[config.mk]
export PLATFORM = sky130hd
export DESIGN_NAME = btbp_ram
export DESIGN_NICKNAME = d
export VERILOG_FILES = /design/src/hw/rtl/btbp_ram.sv
export SDC_FILE = /design/constraint.sdc
export NUM_CORES = 1
export LEC_CHECK = 0
export BUFFER_PORTS_ARGS = -buffer_cell sky130_fd_sc_hd__buf_2
export CORE_MARGIN = 4
export CORE_UTILIZATION = 58
export DETAILED_ROUTE_END_ITERATION = 16
export PLACE_DENSITY = 0.84
export SYNTH_ARGS = -nofsm -noshare
export SYNTH_HDL_FRONTEND = slang
export SYNTH_SLANG_ARGS = --single-unit
export TNS_END_PERCENT = 10
[constraint.sdc]
create_clock -name i_clk -period 5.8 [get_ports i_clk]
set_input_delay 0 -clock i_clk [delete_from_list [all_inputs] [get_ports i_clk]]
set_output_delay 0 -clock i_clk [all_outputs]
set_load 0.01 [all_outputs]
[src/hw/rtl/btbp_ram.sv]
module btbp_ram #(
    parameter int WIDTH = 32,
    parameter int DEPTH = 2,
    localparam int AW = $clog2(DEPTH)
) (
    input  logic             i_clk,
    input  logic             i_we,
    input  logic [AW-1:0]    i_waddr,
    input  logic [WIDTH-1:0] i_wdata,
    input  logic             i_re,
    input  logic [AW-1:0]    i_raddr,
    output logic [WIDTH-1:0] o_rdata
);

    logic [WIDTH-1:0] r_mem [DEPTH];
    logic [WIDTH-1:0] r_rdata;

    always_ff @(posedge i_clk) begin
        if (i_we) begin
            r_mem[i_waddr] <= i_wdata;
        end
        if (i_re) begin
            r_rdata <= r_mem[i_raddr];
        end
    end

    assign o_rdata = r_rdata;

endmodule

* Word-level counts from Yosys, hierarchy flattened
Memories as Yosys holds them, arrays and structs flattened. A register that Yosys moved wholly into a read port is not among the register bits.
Index checks and enable logic that the tools add are counted.
** Operators by class
- Multiplexer cells :: 2
** Operators by type and width (number)
- $mux 1 :: 2
** Storage, ports and cells
- Register bits :: 0
- Bits in writable memories :: 64
- Input port bits :: 37
- Output and inout bits :: 32
- Logic and storage cells :: 3
- Memories :: 1
** Memories
- r_mem :: depth 2, bits a word 32, read ports 1, clocked after memory_dff 1, write ports 1, line 15 : logic [WIDTH-1:0] r_mem [DEPTH];

* Logic depth before layout (Yosys ltp)
- Word-level depth :: 2
- Mapped depth :: 3
- Mapped depth without buffers :: 1

* Least setup slack after synthesis
Ideal clock, no wire load.
- Path kind :: input to register
- Start :: in i_waddr
- End :: mem r_mem[0][0], enable pin
- Setup time :: 425 ps
- Arrival :: 1452 ps
- Required time :: 5375 ps
- Slack :: 3922 ps
- Stages :: 1
- Path buffers :: 0
- Cells stage by stage :: nor2b_1
** RTL lines
- start, declared :: line 8 : input logic [AW-1:0] i_waddr,
- end, declared :: line 15
Straight into the memory's write port.

* Worst setup path after layout
- Start :: in i_raddr
- End :: reg r_rdata[30] (netlist: o_rdata[30]) (read register of r_mem), data pin
** RTL lines
- start, declared :: line 11 : input logic [AW-1:0] i_raddr,
- end, declared :: line 16 : logic [WIDTH-1:0] r_rdata;
No word-level cell between the ends.

==> reports/metrics.csv <==
metric,value,unit
category of the critical setup timing path,input port to flop,
Hold Path Class,input port to flop,
max capacitance violation total,0,
synthesized net count,171,
share of the synthesized area in the top cell type,0.8381,
Area contributors post-synth,"edfxtp_1 (84%), mux2_4 (13%), buf_12 (1.7%), mux2_2 (0.65%), buf_6 (0.33%)",
final setup vio count,0,
Hold Crit Endpoint,r_mem[0][5],
CTS H-tree depth,3,
"wirelength, routed",5153,um
sequence of cells on the critical path,"buf_2, mux2_2",
syn avg cell area,25.67,um^2
"Buf+Inv Stages, Crit Path",1,
insertion delay to the later sink of the worst-skew pair,350,ps
max-slew headroom at the worst pin,0.3330,
detail-routed via count per cell,4.909,
post-synthesis register bit count,96,
Reg power frac,0.576,
Site Rows,27,
Detail Route Antenna Nets,0,
die span in y,85.01,um
last weighted congestion value of the routability-driven placer,0.6556,
layout net count,279,
final clock skew,6.116,ps
sequential cell area in the final layout,2883,um^2
number of design rule violations left after detail routing,0,
total via count after detailed routing,1566,
pre-CTS setup slack,4328,ps
Peak VDD IR,0.1877,mV
start of the worst register-to-register path,r_mem[0][12],
Critical Path Slowest Stage Cell,buf_2,
final number of max-transition violations,0,
Critical Path RT,5900,ps
largest net degree at the start of global routing,33,
overflow left after global routing,0,
overall fraction of global-route tracks in use,0.1564,
Ports,69,
routed len/inst,16.15,um
capture instance of the worst register-to-register path,o_rdata[12],
number of cells in the design after placement,271,
Max stage delay on crit path,750,ps
Setup crit end kind,flop,
FF-to-FF setup slack,4890,ps
Comb power frac,0.077,
number of hold violations in the final report,0,
clk buf depth,2,
Worst Setup Start Kind,input port,
startpoint of the lowest-slack hold path,i_waddr,
min cycle time layout,1062,ps
netlist area before placement,3440,um^2
clock share of power,0.346,
Layout Cells excl Fill,319,
number of fill cells,315,
highest achievable clock rate,941.4,MHz
largest area contributor in the netlist,edfxtp_1,
number of DRC markers after the initial detailed-route iteration,63,
die span in x,85.01,um
switching power total,0.2746,mW
setup repair after global routing missed its margin,no,
actual slew at the worst max-slew pin,1000,ps
PD cells,330.1,nW/um^2
number of buffers inserted by port buffering,68,
Worst Hold Depth,2,
share of final-layout standard cells stronger than drive strength 1,0.4737,
total core area,5642,um^2
status,completed,
number of buffers inserted during clock tree synthesis,9,
largest driver fanout on the critical path,32,
cell type group with the largest total delay on the critical path,buffers and inverters,
data arrival time of the critical path,1170,ps
effective utilization at floorplan,0.6097,
Final period util,0.1831,
first-pass iteration count of the detailed router,3,
count of antenna diodes in the layout,0,
vias in the first global route,1711,
Net Sw Frac,0.1904,
cell internal pwr,1.168,mW
Synth Warn #,0,
register clock-pin slew on the reported worst setup and hold paths,80,ps
post-CTS setup repair buffer count,0,
number of standard cells after synthesis,134,
cell count of the worst reg-to-reg path,1,
global-route wire length before repair,8273,um
Die Area,7227,um^2
final critical-path setup slack,4738,ps
CTS tree,built,
cell at the root of the clock tree,clkbuf_8,
share of the yosys chip area belonging to registers,0.8381,
final total negative setup slack,0,ps
leakage power,1.701,nW
P&R area growth vs syn,27.03,%
number of sinks on the clock net,96,
Synth cell types,7,
antenna violations before repair,0,
total area of multi-input combinational cells,493.0,um^2
-- through the flow --
step                      hold WS [ps]    util  power [mW]  instance area (um^2)
final                            136.8  0.7745       1.442                  4369
after floorplan                  98.87       -      0.9027                  3440
after global placement           188.7  0.6760      0.9377                  3814
after CTS                        130.9  0.7745       1.456                  4369
after global routing             141.1  0.7745       1.499                  4369
after detailed placement         191.8  0.6760      0.9440                  3814
-- cell usage after synthesis --
| cell type | number |
|---|---|
| edfxtp_1 | 96 |
| mux2_4 | 30 |
| buf_12 | 3 |
| mux2_2 | 2 |
| and2_1 | 1 |
| buf_6 | 1 |
| nor2b_1 | 1 |
-- repair_timing --
action                     in CTS  in global routing
hold endpoints to repair       64                  0
setup endpoints to repair       0                  0
gates resized for setup         0                  0
hold buffers                   32                  0
-- cell usage in the layout (no fill, tap or decap) --
cell	n
clkbuf_8	9
mux2_2	2
bufinv_16	3
and2_1	1
nor2b_4	1
clkinvlp_4	1
buf_4	1
mux2_4	30
buf_2	68
clkinv_2	2
clkbuf_1	1
edfxtp_1	96
dlygate4sd3_1	32
-- final cells by class --
cell class                 count  area share
sequential                    96      0.6598
timing repair buffer         101      0.1529
multi-input combinational     34      0.1128
clock buffer                  10     0.02921
clock inverter                 6     0.02463
tap                           72     0.02062
-- flip-flops by register name, summed over array words and instances (netlist names) --
| name | cells |
|---|---|
| o_rdata | 32 |
| r_mem | 64 |
-- kinds of logic (layout without fill, tap and decap cells) --
group,count (synthesis),count (layout),share of synthesized area
flip-flops,96,96,0.8381
multiplexers,32,32,0.1375
AND/OR/NAND/NOR,2,2,0.003640
buffers and inverters,4,117,0.02074
-- how the worst max path moves through the flow --
stage	startpoint	endpoint	slack, ps	cells after the start
4_1_cts	i_raddr	o_rdata[29]	4720	2
5_1_grt	i_raddr	o_rdata[30]	4700	2
6_report	i_raddr	o_rdata[30]	4740	2
3_3_place_gp	i_raddr	o_rdata[30]	4350	2
2_1_floorplan	i_waddr	r_mem[0][0]	3920	1
3_5_place_dp	i_raddr	o_rdata[29]	4330	2
-- per-layer routing --
metal | global-route usage | part of all wire | vias up
met3 | 0.03786 | 0.050 | 12
met2 | 0.2775 | 0.56 | 42
met4 | 0.08489 | 0.023 | 0
li1 | - | - | 748
met1 | 0.1716 | 0.37 | 764
met5 | 0 | 0 | -
-- power by group through the flow --
stage,Sequential (mW),Combinational (mW),Clock [mW]
floorplan,0.854,0.0483,0
global placement,0.845,0.0927,0
detailed placement,0.848,0.0960,0
CTS,0.832,0.113,0.511
global route,0.836,0.120,0.542
finish,0.831,0.111,0.500
Power figures use the tool's default switching activity.
