$ cat config.mk
export PLATFORM = sky130hd
export DESIGN_NAME = btbp_price
export DESIGN_NICKNAME = d
export VERILOG_FILES = /design/src/hw/rtl/btbp_pkg.sv /design/src/hw/rtl/btbp_price.sv
export SDC_FILE = /design/constraint.sdc
export NUM_CORES = 2
export LEC_CHECK = 0
export BUFFER_PORTS_ARGS = -buffer_cell sky130_fd_sc_hd__buf_2
export CORE_MARGIN = 3
export CORE_UTILIZATION = 60
export CTS_CLUSTER_SIZE = 30
export DETAILED_ROUTE_END_ITERATION = 8
export GPL_TIMING_DRIVEN = 0
export PLACE_DENSITY = 0.79
export SLEW_MARGIN = 10
export SYNTH_ARGS = -nofsm -noshare
export SYNTH_HDL_FRONTEND = slang
export SYNTH_SLANG_ARGS = --single-unit
$ cat constraint.sdc
create_clock -name i_clk -period 13.2 [get_ports i_clk]
set_clock_uncertainty 0.1 [all_clocks]
set_input_delay 1.32 -clock i_clk [delete_from_list [all_inputs] [get_ports i_clk]]
set_output_delay 1.32 -clock i_clk [all_outputs]
set_load 0.05 [all_outputs]
$ cat src/hw/rtl/btbp_pkg.sv
package btbp_pkg;

    localparam int PRICE_W = 48;
    localparam int VAL_W   = 32;
    localparam int CFG_W   = 32;
    localparam int CFG_AW  = 2;
    localparam int STEP_W  = 11;

    localparam logic [VAL_W-1:0]   ONE_Q31   = 32'h8000_0000;
    localparam logic [PRICE_W-1:0] PRICE_MAX = 48'hFFFF_FFFF_FFFF;

    // configuration register indexes
    localparam logic [CFG_AW-1:0] CFG_STEP_COUNT    = 2'd0;
    localparam logic [CFG_AW-1:0] CFG_UP_DOWN_RATIO = 2'd1;
    localparam logic [CFG_AW-1:0] CFG_UP_PROB       = 2'd2;
    localparam logic [CFG_AW-1:0] CFG_DISCOUNT      = 2'd3;

    // one lattice update request: v[i] and v[i+1] of the previous row
    typedef struct packed {
        logic             vld;
        logic [VAL_W-1:0] v_lo;
        logic [VAL_W-1:0] v_hi;
    } t_ind_req;

    // clamped coefficients, held for the whole item
    typedef struct packed {
        logic [VAL_W-1:0] p;
        logic [VAL_W-1:0] q;
        logic [VAL_W-1:0] disc;
    } t_coef;

endpackage

$ cat src/hw/rtl/btbp_price.sv
module btbp_price (
    input  logic                          i_clk,
    input  logic                          i_rst_n,
    input  logic                          i_start,
    input  logic [btbp_pkg::PRICE_W-1:0]  i_price,
    input  logic [31:0]                   i_ratio,
    output logic                          o_done,
    output logic [btbp_pkg::PRICE_W-1:0]  o_price
);
    import btbp_pkg::*;

    localparam logic [1:0] PH_IDLE = 2'd0;
    localparam logic [1:0] PH_LO   = 2'd1;
    localparam logic [1:0] PH_HI   = 2'd2;
    localparam logic [1:0] PH_SUM  = 2'd3;

    logic [1:0]         r_ph;
    logic [PRICE_W-1:0] r_a;
    logic [31:0]        r_b;
    logic [55:0]        r_plo;
    logic [55:0]        r_phi;
    logic [PRICE_W-1:0] r_res;
    logic               r_done;

    logic [23:0] w_half;
    logic [55:0] w_prod;
    logic [79:0] w_sum;
    logic [49:0] w_shift;

    // one 24x32 multiplier shared by the two halves of the price
    assign w_half  = (r_ph == PH_LO) ? r_a[23:0] : r_a[47:24];
    assign w_prod  = {32'b0, w_half} * {24'b0, r_b};
    assign w_sum   = {r_phi, 24'b0} + {24'b0, r_plo};
    assign w_shift = w_sum[79:30];

    always_ff @(posedge i_clk) begin
        if (!i_rst_n) begin
            r_ph   <= PH_IDLE;
            r_done <= 1'b0;
        end else begin
            r_done <= 1'b0;
            unique case (r_ph)
                PH_IDLE: begin
                    if (i_start) begin
                        r_ph <= PH_LO;
                    end
                end
                PH_LO:   r_ph <= PH_HI;
                PH_HI:   r_ph <= PH_SUM;
                PH_SUM: begin
                    r_ph   <= PH_IDLE;
                    r_done <= 1'b1;
                end
                default: r_ph <= PH_IDLE;
            endcase
        end
    end

    always_ff @(posedge i_clk) begin
        if (r_ph == PH_IDLE && i_start) begin
            r_a <= i_price;
            r_b <= i_ratio;
        end
        if (r_ph == PH_LO) begin
            r_plo <= w_prod;
        end
        if (r_ph == PH_HI) begin
            r_phi <= w_prod;
        end
        if (r_ph == PH_SUM) begin
            r_res <= (|w_shift[49:48]) ? PRICE_MAX : w_shift[47:0];
        end
    end

    assign o_done  = r_done;
    assign o_price = r_res;

endmodule

# Yosys cells after proc, flatten, opt, wreduce, memory -nomap -nowiden
# Cells that the tools add are included.
# word_totals
output_inout_bits	49
in_bits	83
ff_bits	243
# classes
n_eq_ne	4
n_mul	1
n_addsub	1
n_reduce_logical	3
muxes	4
# ops
op	count
adder 80 x 56 -> 80 bit	1
multiplier 24 x 32 -> 56 bit	1
2-to-1 mux 24 bit	1
case mux 2 bit (4 select lines)	1
== test 2 bit (second input constant)	2
== test 2 x 1 -> 1 bit (second input constant)	1
logical NOT 2 bit	1
2-to-1 mux 2 bit	1
!= test 2 bit (second input constant)	1
OR reduction 2 bit	1
logical AND 1 bit	1
2-to-1 mux 1 bit	1

# Longest topological paths before layout
# logic_depth
word_depth	3
mapped_depth	31
depth_no_buf	28

# Worst setup path before layout
# No wires, ideal clock.
# synth_timing
kind	reg2reg
from	register r_ph[1]
to	register r_phi[54] (data pin)
setup_slack_ns	4.226
arrival_ns	8.604
setup_ns	0.270
t_required_ns	12.830
path_stages_with_launch	29
path_cell_list	dfxtp_1 > inv_1 > ha_1 > clkbuf_1 > clkbuf_1 > mux2i_1 > clkbuf_1 > nor2b_1 > fa_1 > fa_1 > inv_1 > fa_1 > inv_1 > fa_1 > fa_1 > fa_1 > inv_1 > fa_1 > inv_1 > ha_1 > clkbuf_1 > and3_1 > nand4_1 > or3_1 > o211ai_1 > a41o_1 > o41ai_2 > and4b_1 > or3_1
# synth_between
elab_chain_len	3
# synth_rtl
item	line	rtl
from (decl)	btbp_price.sv:17	logic [1:0] r_ph;
from (signal assigned)	btbp_price.sv:38	r_ph <= PH_IDLE;
from (signal assigned)	btbp_price.sv:45	r_ph <= PH_LO;
from (signal assigned)	btbp_price.sv:48	PH_LO: r_ph <= PH_HI;
== test 2 x 1 -> 1 bit	btbp_price.sv:31	assign w_half = (r_ph == PH_LO) ? r_a[23:0] : r_a[47:24];
2-to-1 mux 24 bit	btbp_price.sv:31	
multiplier 24 x 32 -> 56 bit	btbp_price.sv:32	assign w_prod = {32'b0, w_half} * {24'b0, r_b};
net w_prod[54]	btbp_price.sv:26	logic [55:0] w_prod;
to (signal assigned)	btbp_price.sv:68	r_phi <= w_prod;
to (decl)	btbp_price.sv:21	logic [55:0] r_phi;
# The timed path passes the listed nets, and every way through them passes these cells.
# A chain may end at the register's enable or synchronous reset.

# Worst setup path in the final report
# layout_timing
from	register r_ph[1]
to	register r_phi[48] (data pin)
# The elaborated chain is that of the path after synthesis.

==> flow_metrics.env <==
export IMPL_grt_usage_pct=34.5
export IMPL_drc=0
export IMPL_synthToLayoutAreaGrowth_pct=7.37
export IMPL_critPathMostFrequentCell="fa_1"
export IMPL_worst_hold_path_endpoint="r_ph[1]"
export IMPL_crit_arrival_ps=11910
export IMPL_wl_per_cell_um=23.0
export IMPL_drt_first_pass_iters=6
export IMPL_num_vias=24800
export IMPL_async_reset_ff_share_pct=0
export IMPL_period_needed_ps=11690
export IMPL_post_route_period_util_pct=88.6
export IMPL_htree_levels=1
export IMPL_finish_net_count=4532
export IMPL_reg2regPathDepth=29
export IMPL_numPortBuffers=131
export IMPL_synth_nets=4371
export IMPL_cp_slowest_cell="mux2i_1"
export IMPL_clock_latency_ps=580
export IMPL_antenna_found_initial=2
export IMPL_critPathCaptureType="flop"
export IMPL_ys_types=64
export IMPL_grt_pass1_wl_um=153000
export IMPL_ys_ff_latch=219
export IMPL_use_met3_pct=10.5
export IMPL_stdcell_count=4346
export IMPL_hold_buffers=0
export IMPL_use_met2_pct=52.7
export IMPL_initial_utilization_pct=61.1
export IMPL_slowest_delay_ps=1040
export IMPL_core_um2=55500
export IMPL_worstPathMaxFanout=33
export IMPL_cts_sink_count=219
export IMPL_yosysTopAreaCellShare_pct=38.8
export IMPL_ys_flop_type="edfxtp_1"
export IMPL_die_area_um2=59400
export IMPL_dp_cells=4294
export IMPL_busiest_layer="met2"
export IMPL_die_w_um=244
export IMPL_seq_area_frac_synth_pct=19.3
export IMPL_placed_area_um2=35600
export IMPL_io_pins=132
export IMPL_viasPerCell=5.71
export IMPL_drt_initial_drc_count=2309
export IMPL_r2r_start="r_ph[1]"
export IMPL_yosys_area_top_type="fa_1"
export IMPL_crit_family="adder cells"
export IMPL_final_area_um2=36400
export IMPL_hpwl_um=82400
export IMPL_reg2reg_to="r_phi[48]"
export IMPL_netlist_area_um2=33900
export IMPL_grt_pass1_vias=26100
export IMPL_overflow=0
export IMPL_die_y_um=244
export IMPL_worst_slew_pin_slew_ps=1310
export IMPL_hp_class="flop to flop"
export IMPL_clockBufferDepth=3
export IMPL_setup_viol=0
export IMPL_yosysMostFrequentCell="inv_1"
export IMPL_crit_path_start="r_ph[1]"
export IMPL_cp_num_buf_inv=9
export IMPL_path_clk_slew_ps=50
export IMPL_drive_gt1_share_pct=5.93
export IMPL_status="finished, final reports clean"
export IMPL_globalplace_congestion=1.03
export IMPL_hp_start="r_ph[1]"
export IMPL_required_ps=13420
export IMPL_syn_inst=3412
export IMPL_synth_common_cells="inv_1 (719), fa_1 (658), nand2_1 (457)"
export IMPL_cts_tree="done"
export IMPL_rows=86
export IMPL_hold_depth=2
export IMPL_rsz0062_at_grt="no"
export IMPL_ctsRootBufferMaster="clkbuf_16"
export IMPL_numCtsBuffers=25
export IMPL_grtUsageMet1_pct=45.3
export IMPL_clock_fmax_ghz=0.0855
export IMPL_maxCapViolations=0
export IMPL_worst_setup_path_start_kind="flop"
export IMPL_maxSlewHeadroom_pct=10.3
export IMPL_hold_violations=0
export IMPL_grt_start_max_net_pins=68
export IMPL_antenna_left=0
export IMPL_path_class="flop to flop"
export IMPL_wl_um=100000
export IMPL_cts_resized=0
export IMPL_slew_viol_final=0
export IMPL_yosys_warnings=0
export IMPL_syn_area_per_cell_um2=9.94
export IMPL_synth_edf_count=216
export IMPL_r2r_setup_slack_ps=1510
export IMPL_synth_area_top_cells="fa_1 (39%), edfxtp_1 (19%), ha_1 (8.0%)"
export IMPL_post_cts_buffers=0
export IMPL_timing_setup_tns_ps=0
-- final cells by class --
| type | count | area, um^2 |
|---|---|---|
| antenna | 8 | 20.0 |
| clock inverter | 13 | 163 |
| buffer | 167 | 654 |
| inverter | 719 | 2700 |
| tap | 748 | 936 |
| fill | 4475 | 19100 |
| sequential | 219 | 6550 |
| timing repair buffer | 134 | 723 |
| multi-input combinational | 2307 | 24000 |
| clock buffer | 31 | 648 |
-- worst register-to-register path, delay by kind of cell (launching register included) --
kind / cells / cell delay [ps]
muxes: 1 / 1040
DFF: 1 / 340
adders and majority gates: 9 / 4650
buffers and inverters: 9 / 2670
and+or+nand+nor: 2 / 240
AOI/OAI and AO/OA: 8 / 2400
-- cells in the final DEF, fill, tap and decap left out, drive strengths merged, types with 4 or more instances in the layout --
master / Yosys / final
a211o: 4 / 4
a211oi: 9 / 9
a21boi: 4 / 4
a21o: 36 / 36
a21oi: 84 / 84
a221o: 5 / 5
a31oi: 10 / 10
a41o: 5 / 5
and2: 326 / 326
and3: 12 / 12
and4: 7 / 7
buf: 7 / 141
clkbuf: 160 / 191
clkinv: 0 / 7
diode: 0 / 8
edfxtp: 216 / 216
fa: 658 / 658
ha: 218 / 218
inv: 719 / 722
mux2: 21 / 21
mux2i: 4 / 4
nand2: 457 / 457
nand2b: 15 / 15
nand3: 19 / 19
nand4: 25 / 25
nor2: 46 / 46
nor2b: 107 / 107
nor3: 7 / 7
o211ai: 7 / 7
o21a: 6 / 6
o21ai: 59 / 59
o21bai: 12 / 12
o31ai: 5 / 5
or2: 4 / 4
or3: 7 / 7
xnor2: 46 / 46
xor2: 46 / 46
-- layer usage --
layer,wire length [um],share of wire (%)
met5,17,0.017
met4,5970,6.0
met3,12100,12
met2,44300,44
met1,37700,38
-- cells by family (layout without fill, tap and decap cells) --
| kind of cell | after synthesis | count (layout) | share of synthesized area [%] |
|---|---|---|---|
| xor+xnor | 92 | 92 | 2.38 |
| other cells | 0 | 8 | 0 |
| mux | 25 | 25 | 0.815 |
| buf+inv | 886 | 1064 | 9.89 |
| flops | 219 | 219 | 19.3 |
| simple gates | 1043 | 1043 | 15.5 |
| fa+ha+maj | 876 | 876 | 46.9 |
| compound gates | 271 | 271 | 5.17 |
-- how the worst max path moves through the flow --
stage / cells past startpoint / end
after global routing: 29 / r_phi[48]
after floorplan: 28 / r_phi[54]
after detailed placement: 29 / r_phi[48]
after global placement: 29 / r_phi[48]
final: 29 / r_phi[48]
after CTS: 29 / r_phi[48]
-- flip-flops by register name, indices dropped and copies added, names as in the netlist --
register / cells
r_phi: 56
o_price: 48
r_a: 48
r_b: 32
r_plo: 32
r_ph: 2
o_done: 1
-- metrics by stage --
stage	utilization [%]	worst slack, ps	hold slack [ps]
2_1_floorplan	-	4230	426
3_3_place_gp	63.9	1380	454
3_5_place_dp	64.1	1700	478
4_1_cts	65.5	1610	489
5_1_grt	65.5	967	524
6_report	65.6	1510	477
Power is left out: the tool's default activity adds up to more than one toggle a clock period on the data nets, which glitch-free logic cannot reach.
